`config.mk`:
```
export PLATFORM = sky130hd
export DESIGN_NAME = lms_sqrt
export DESIGN_NICKNAME = d
export VERILOG_FILES = /design/src/rtl/core/lms_pkg.sv /design/src/rtl/core/lms_sqrt.sv
export SDC_FILE = /design/constraint.sdc
export NUM_CORES = 1
export LEC_CHECK = 0
export BUFFER_PORTS_ARGS = -buffer_cell sky130_fd_sc_hd__buf_2
export CAP_MARGIN = 10
export CORE_ASPECT_RATIO = 1.25
export CORE_UTILIZATION = 50
export DETAILED_ROUTE_END_ITERATION = 12
export PLACE_DENSITY = 0.76
export SLEW_MARGIN = 20
export SYNTH_ARGS = -nofsm -noshare
export SYNTH_HDL_FRONTEND = slang
export SYNTH_SLANG_ARGS = --single-unit
```
`constraint.sdc`:
```
create_clock -name aclk -period 5.64 [get_ports aclk]
set_clock_uncertainty 0.2 [all_clocks]
set_input_delay 0.846 -clock aclk [delete_from_list [all_inputs] [get_ports aclk]]
set_output_delay 0.846 -clock aclk [all_outputs]
set_load 0.005 [all_outputs]
```
`src/rtl/core/lms_pkg.sv`:
```
`default_nettype none
// ----------------------------------------------------------------------------
// lms_pkg
// Shared widths, register indexes, reset values and types for the shader.
// ----------------------------------------------------------------------------
package lms_pkg;

    localparam int VB    = 16;          // vector component width
    localparam int DW    = 2 * VB;      // squares, dot product
    localparam int PW    = 4 * VB;      // |N|^2*|L|^2 and dot^2
    localparam int QW    = 31;          // cos^2 in Q1.30, at most 2^30
    localparam int CW    = 16;          // cosine Q1.15, at most 32768
    localparam int SQW   = QW + 2;      // running square in the root unit
    localparam int IDX_W = 3;

    localparam logic [15:0] Q_ONE       = 16'd32768;
    localparam logic [15:0] AMBIENT_Q15 = 16'd5898;

    localparam logic [IDX_W-1:0] REG_ALB_R = 3'd0;
    localparam logic [IDX_W-1:0] REG_ALB_G = 3'd1;
    localparam logic [IDX_W-1:0] REG_ALB_B = 3'd2;
    localparam logic [IDX_W-1:0] REG_METAL = 3'd3;
    localparam logic [IDX_W-1:0] REG_ROUGH = 3'd4;
    localparam logic [IDX_W-1:0] REG_OCC   = 3'd5;

    localparam logic [15:0] RST_ALB_R = 16'd23593;
    localparam logic [15:0] RST_ALB_G = 16'd24248;
    localparam logic [15:0] RST_ALB_B = 16'd25559;
    localparam logic [15:0] RST_METAL = 16'd1638;
    localparam logic [15:0] RST_ROUGH = 16'd23593;
    localparam logic [15:0] RST_OCC   = 16'd32768;

    // material values, each already saturated to 1.0
    typedef struct packed {
        logic [15:0] alb_r;
        logic [15:0] alb_g;
        logic [15:0] alb_b;
        logic [15:0] metal;
        logic [15:0] rough;
        logic [15:0] occ;
    } mat_t;

    typedef logic [2:0][VB-1:0] vec_t;

    function automatic logic [15:0] sat_one(input logic [15:0] v);
        return (v > Q_ONE) ? Q_ONE : v;
    endfunction

endpackage
`default_nettype wire

```
`src/rtl/core/lms_sqrt.sv`:
```
`default_nettype none
// ----------------------------------------------------------------------------
// lms_sqrt
// Pipelined integer square root, one result bit per stage; the running
// square is updated incrementally so each stage is one add and compare.
// ----------------------------------------------------------------------------
module lms_sqrt (
    input  wire logic                    aclk,
    input  wire logic                    aresetn,
    input  wire logic                    en,
    input  wire logic                    in_valid,
    input  wire logic [lms_pkg::QW-1:0]  in_q,
    output logic                         out_valid,
    output logic [lms_pkg::CW-1:0]       out_c
);

    localparam int N = lms_pkg::CW;

    logic [N-1:0]               v_reg;
    logic [lms_pkg::QW-1:0]     q_reg  [N];
    logic [N-1:0]               c_reg  [N];
    logic [lms_pkg::SQW-1:0]    sq_reg [N];

    always_ff @(posedge aclk) begin
        if (!aresetn) begin
            v_reg <= '0;
        end else if (en) begin
            v_reg <= {v_reg[N-2:0], in_valid};
        end
    end

    for (genvar j = 0; j < N; j++) begin : g_stage
        localparam int K = N - 1 - j;
        logic [lms_pkg::QW-1:0]  q_in;
        logic [N-1:0]            c_in;
        logic [lms_pkg::SQW-1:0] sq_in, cand;
        if (j == 0) begin : g_first
            assign q_in  = in_q;
            assign c_in  = '0;
            assign sq_in = '0;
        end else begin : g_next
            assign q_in  = q_reg[j-1];
            assign c_in  = c_reg[j-1];
            assign sq_in = sq_reg[j-1];
        end
        // (c + 2^K)^2 = c^2 + c*2^(K+1) + 2^(2K)
        assign cand = sq_in + (lms_pkg::SQW'(c_in) << (K + 1))
                    + (lms_pkg::SQW'(1) << (2 * K));
        always_ff @(posedge aclk) begin
            if (en) begin
                q_reg[j] <= q_in;
                if (cand <= lms_pkg::SQW'(q_in)) begin
                    c_reg[j]  <= c_in | (N'(1) << K);
                    sq_reg[j] <= cand;
                end else begin
                    c_reg[j]  <= c_in;
                    sq_reg[j] <= sq_in;
                end
            end
        end
    end

    assign out_valid = v_reg[N-1];
    assign out_c     = c_reg[N-1];

endmodule
`default_nettype wire

```
### Word level (Yosys, flattened, before mapping)

Memories as Yosys holds them, arrays and structs flattened.
Index checks and enable logic that the tools add are counted.

| storage, ports and cells | value |
|---|---|
| input bits | 35 |
| memories kept | 3 |
| output and inout bits | 17 |
| bits in writable memories | 1280 |
| flip-flop bits (word level) | 16 |
| logic and storage cells | 212 |

| operators by class | value |
|---|---|
| add/subtract/negate cells | 30 |
| multiplexer cells | 130 |
| magnitude comparators | 16 |
| bitwise logic cells | 32 |

Memory list:

| name | words | width | rd ports | clocked after memory_dff | wr ports | RTL line | source |
|---|---|---|---|---|---|---|---|
| sq_reg | 16 | 33 | 15 | 0 | 16 | lms_sqrt.sv:22 | `logic [lms_pkg::SQW-1:0] sq_reg [N];` |
| q_reg | 16 | 31 | 15 | 0 | 16 | lms_sqrt.sv:20 | `logic [lms_pkg::QW-1:0] q_reg [N];` |
| c_reg | 16 | 16 | 16 | 0 | 16 | lms_sqrt.sv:21 | `logic [N-1:0] c_reg [N];` |

Operator list:

| operator | number |
|---|---|
| 2-to-1 mux 33 bit | 16 |
| <= comparator 33 x 31 -> 1 bit | 15 |
| 2-to-1 mux 16 bit | 16 |
| 2-to-1 mux 1 bit | 98 |
| adder 33 x 1 -> 33 bit, second input constant | 1 |
| adder 33 x 11 -> 33 bit, second input constant | 1 |
| adder 33 x 13 -> 33 bit, second input constant | 1 |
| adder 33 x 15 -> 33 bit, second input constant | 1 |
| adder 33 x 17 -> 33 bit | 1 |
| adder 33 x 17 -> 33 bit, second input constant | 1 |
| adder 33 x 18 -> 33 bit | 1 |
| adder 33 x 19 -> 33 bit | 1 |
| adder 33 x 19 -> 33 bit, second input constant | 1 |
| adder 33 x 20 -> 33 bit | 1 |
| adder 33 x 21 -> 33 bit | 1 |
| adder 33 x 21 -> 33 bit, second input constant | 1 |
| adder 33 x 22 -> 33 bit | 1 |
| adder 33 x 23 -> 33 bit | 1 |
| adder 33 x 23 -> 33 bit, second input constant | 1 |
| adder 33 x 24 -> 33 bit | 1 |
| adder 33 x 25 -> 33 bit | 1 |
| adder 33 x 25 -> 33 bit, second input constant | 1 |
| adder 33 x 26 -> 33 bit | 1 |
| adder 33 x 27 -> 33 bit | 1 |
| other kinds (12) | 43 |

### Longest topological paths before layout

An unclocked memory read counts as a cell.

| logic depth | value |
|---|---|
| depth in word-level cells | 8 |
| depth in mapped cells | 21 |
| gate-level depth less buffers | 20 |

### Worst setup path after synthesis

OpenSTA, ideal clock, no wires.

| timing path | value |
|---|---|
| path type | flip-flop to flip-flop |
| start point | mem sq_reg[1][171] in the netlist's numbering |
| end point | mem sq_reg[1][202] in the netlist's numbering, data pin |
| cell stages (with the launch flop) | 20 |
| slack | 0.336 ns |
| period minus slack after synthesis | 5.304 ns |
| setup time | 0.260 ns |
| data arrival time | 4.843 ns |
| required time | 5.180 ns |
| path buffers | 2 |
| cell sequence | edfxtp_1 -> ha_1 -> a31oi_1 -> a22o_1 -> o21ai_0 -> a221oi_2 -> or2_2 -> clkbuf_1 -> nor2_1 -> xor2_1 -> ha_1 -> and3_1 -> nand4_1 -> or3_1 -> or4_1 -> o211ai_1 -> a31oi_1 -> o31a_2 -> buf_6 -> mux2_4 |

RTL lines:

| item | RTL line |
|---|---|
| from (decl) | lms_sqrt.sv:22 |

==> impl_metrics.csv <==
group,metric,value,unit
run_status,status,"finished clean",
clock_tree,h-tree-depth,3,
final_layout,nets,3629,
sta,max_slew_margin,27.4,%
sta,worstMarginPinSlew,1090,ps
setup_path,cp_max_fo,30,
power,p_leak,0.0184,uW
route,wire_per_inst,18.2,um
power,switching_share,27.7,%
clock_tree,clk_pin_slew_worst_paths,60,ps
global_routing,grt_use_total,19.1,%
setup_path,reg2reg_from,"sq_reg[1][171]$_DFFE_PP_",
power,pwr-share-comb,20.7,%
clock_tree,root_buffer,"clkbuf_16",
sta,period_share,96.7,%
global_routing,antenna_found_initial,0,
setup_path,critPathCaptureType,"flop",
sta,setup_viol,0,
sta,timing.fmax,0.183,GHz
logic_synthesis,syn_area,42000,um2
die,start_util,50.7,%
final_layout,nFillCells,6609,
sta,fin_tns_setup,0,ps
global_routing,grt_pass1_wl,125000,um
hold_path,min_from,"in_q[1]",
setup_path,r2r_slack,190,ps
clock_tree,clockBufferDepth,3,
final_layout,largest_reg_flops,465,
route,drcViolationCount,0,
clock_tree,numClockSinks,854,
power,pwr-share-seq,46.5,%
route,ant_nets,0,
power,power_frac_clock,32.8,%
logic_synthesis,synthArstFlopShare,0,%
die,die_area,85200,um2
power,p_sw,4820,uW
power,p_per_area,373,nW/um2
logic_synthesis,synth_flop_cell,"edfxtp_1",
setup_path,crit_chain,"ha_1 -> a211oi_1 -> o21a_1 -> o311a_1 -> o211a_1 -> nor2_2 -> nand4_1 -> xnor2_1 -> ha_1 -> and3_1 -> nand4_1 -> or3_1 -> or4_1 -> o211ai_1 -> a31oi_1 -> o31a_2 -> buf_12 -> mux2_4",
setup_path,worstPathArrival,5660,ps
place,numPortBuffers,51,
die,die_w,261,um
die,core.rowCount,118,
clock_tree,cts_buffers,84,
setup_path,critPathKind,"reg2reg",
clock_tree,cts_tree,"yes",
clock_tree,cts_resized,0,
sta,rsz0062_at_grt,"false",
global_routing,grt_start_max_net_pins,194,
sta,min_period,5450,ps
logic_synthesis,ys_seq_area_share,60.6,%
clock_tree,post_cts_buffers,0,
setup_path,cpPeakStageDelay,520,ps
final_layout,multi_input_area,15100,um2
power,power.internal,12600,uW
logic_synthesis,syn_inst,3127,
logic_synthesis,syn_area_per_cell,13.4,um2
final_layout,seqCellArea,25500,um2
hold_path,hold_path.class,"in2reg",
place,hpwl,61100,um
logic_synthesis,synthMuxAreaShare,2.98,%
route,vias_per_cell,5.44,
logic_synthesis,synth_xor_area_share,6.31,%
setup_path,reg2reg_to,"sq_reg[1][209]$_DFFE_PP_",
logic_synthesis,synth_edf_count,838,
run,max-cap-violations,0,
route,drt_pass1_iterations,5,
route,detail_route.iter0.violations,1063,
place,gp_congestion,0.929,
final_layout,utilization,56.3,%
final_layout,area_growth_syn_to_layout,11.0,%
logic_synthesis,synth-seq-cells,854,
route,routed_wl,80200,um
hold_path,min_to,"q_reg[0][1]$_DFFE_PP_",
setup_path,cp-start-kind,"flop",
hold_path,worstHoldPathCells,1,
clock_tree,postCtsHoldBufs,0,
logic_synthesis,synth_simple_gate_area_share,8.74,%
clock_tree,clkLatencyLatePin,680,ps
global_routing,grt_pass1_vias,25100,
logic_synthesis,synth_warnings,0,
final_layout,layout-drive-gt1-share,10.9,%
logic_synthesis,synth_compound_area_share,7.75,%
logic_synthesis,syn-num-nets,3505,
power,ir_drop,327,uV
route,vias,24000,
final_layout,antenna_cells,0,
logic_synthesis,synth_top_family_by_area,"adder cells",
setup_path,crit_start,"sq_reg[1][171]$_DFFE_PP_",
setup_path,worstPathRequired,5850,ps
setup_path,worstRegToRegCells,18,
logic_synthesis,ys_types,87,
sta,hold_viol,0,
setup_path,slowest_stage,"or4_1",
sta,slew_viol_final,0,
logic_synthesis,synth_fa_ha_area_share,10.2,%
die,ios,52,
global_routing,overflow,0,
die,die_h,326,um
die,coreArea,83000,um2
## per-layer routing
layer	wire length (um)	global-route usage, %	vias up
li1	-	-	11900
met1	26200	16.4	11400
met2	46700	39.3	402
met3	1970	2.58	230
met4	5350	12.1	0
met5	0	0	-
## power by group through the flow
stage / clock network (uW) / logic [uW] / registers (uW)
finish: 5710 / 3610 / 8090
global route: 6070 / 4030 / 8150
CTS: 5820 / 3630 / 8090
detailed placement: 0 / 3600 / 8220
global placement: 0 / 3510 / 8200
floorplan: 0 / 2660 / 8050
## worst max-delay path, delay by kind of cell, from the launching register on
kind                     cells  cell delay, ps
flip-flops                   1             400
XOR/XNOR                     1             160
multiplexers                 1             310
AO/OA/AOI/OAI                7            1660
AND/OR/NAND/NOR              6            1590
adder cells (fa/ha/maj)      2             670
buffers and inverters        1             180
## worst max-delay path by stage
stage                                     endpoint  slack [ps]  cells past startpoint
after floorplan           sq_reg[1][202]$_DFFE_PP_         340                     19
after global placement    sq_reg[1][204]$_DFFE_PP_         260                     18
after detailed placement  sq_reg[1][209]$_DFFE_PP_         170                     18
after CTS                 sq_reg[1][209]$_DFFE_PP_         140                     18
after global routing      sq_reg[1][211]$_DFFE_PP_          40                     19
final                     sq_reg[1][209]$_DFFE_PP_         190                     18
## Yosys cell counts, types with 27 or more instances
master    count  share of area (%)
a21oi_1     133                1.6
nand3_1      65               0.77
inv_1       278                2.5
and3_1       37               0.55
nor2_1      119                1.1
a21o_1       81                1.4
o21a_1       27               0.48
edfxtp_1    838                 60
xnor2_1     191                4.0
a31oi_1      30               0.45
nor4_1       46               0.68
nor3_1       32               0.38
o21ai_0      66               0.79
xor2_1      112                2.3
clkbuf_1     39               0.35
nor2b_1      38               0.57
nand2_1     149                1.3
ha_1        343                 10
mux2_2       78                2.1
nand4_1      60               0.89
nand2b_1     31               0.46
## placed cells by master, fill, tap and decap left out, types with 12 or more instances in the layout
master	count
clkinv_1	22
nand4_1	60
xor2_1	112
o21a_1	27
and4_1	16
nor3_1	32
clkbuf_16	84
nor4b_1	14
nor4_1	46
clkinv_2	19
a21o_1	81
a31oi_1	30
ha_1	343
inv_1	278
and3_1	37
o22ai_1	12
nor2b_1	38
mux2_2	78
a211oi_1	12
nand2b_1	31
buf_2	50
mux2_4	13
a21oi_1	133
and2_1	22
buf_4	52
edfxtp_1	838
xnor2_1	191
nand2_1	149
o21bai_1	16
mux2i_1	18
o21ai_0	64
nand3_1	65
o31ai_1	12
dfxtp_1	16
nor2_1	117
## cells by family after synthesis
logic type      Yosys count
flops                   854
simple gates            683
compound gates          485
buf+inv                 350
fa+ha+maj               343
xor+xnor                303
mux                     109
## cell type report
cell class	count	share of cell area (%)
Inverter	279	2.24
Timing Repair Buffer	109	1.66
Sequential cell	854	54.6
Multi-Input combinational cell	1923	32.4
Clock inverter	62	1.58
Tap cell	1080	2.89
Clock buffer	94	4.58
## per-stage QoR
stage,total power [uW],setup WS (ps),area (um2),instances,hold WS (ps)
after global routing,18300,44.8,46700,4401,99.7
after global placement,11700,256,43800,4245,225
final,17400,188,46700,4401,135
after CTS,17500,138,46700,4401,91.1
after detailed placement,11800,174,43800,4245,225
after floorplan,10700,336,42000,3127,217
Power figures use the tool's default switching activity.
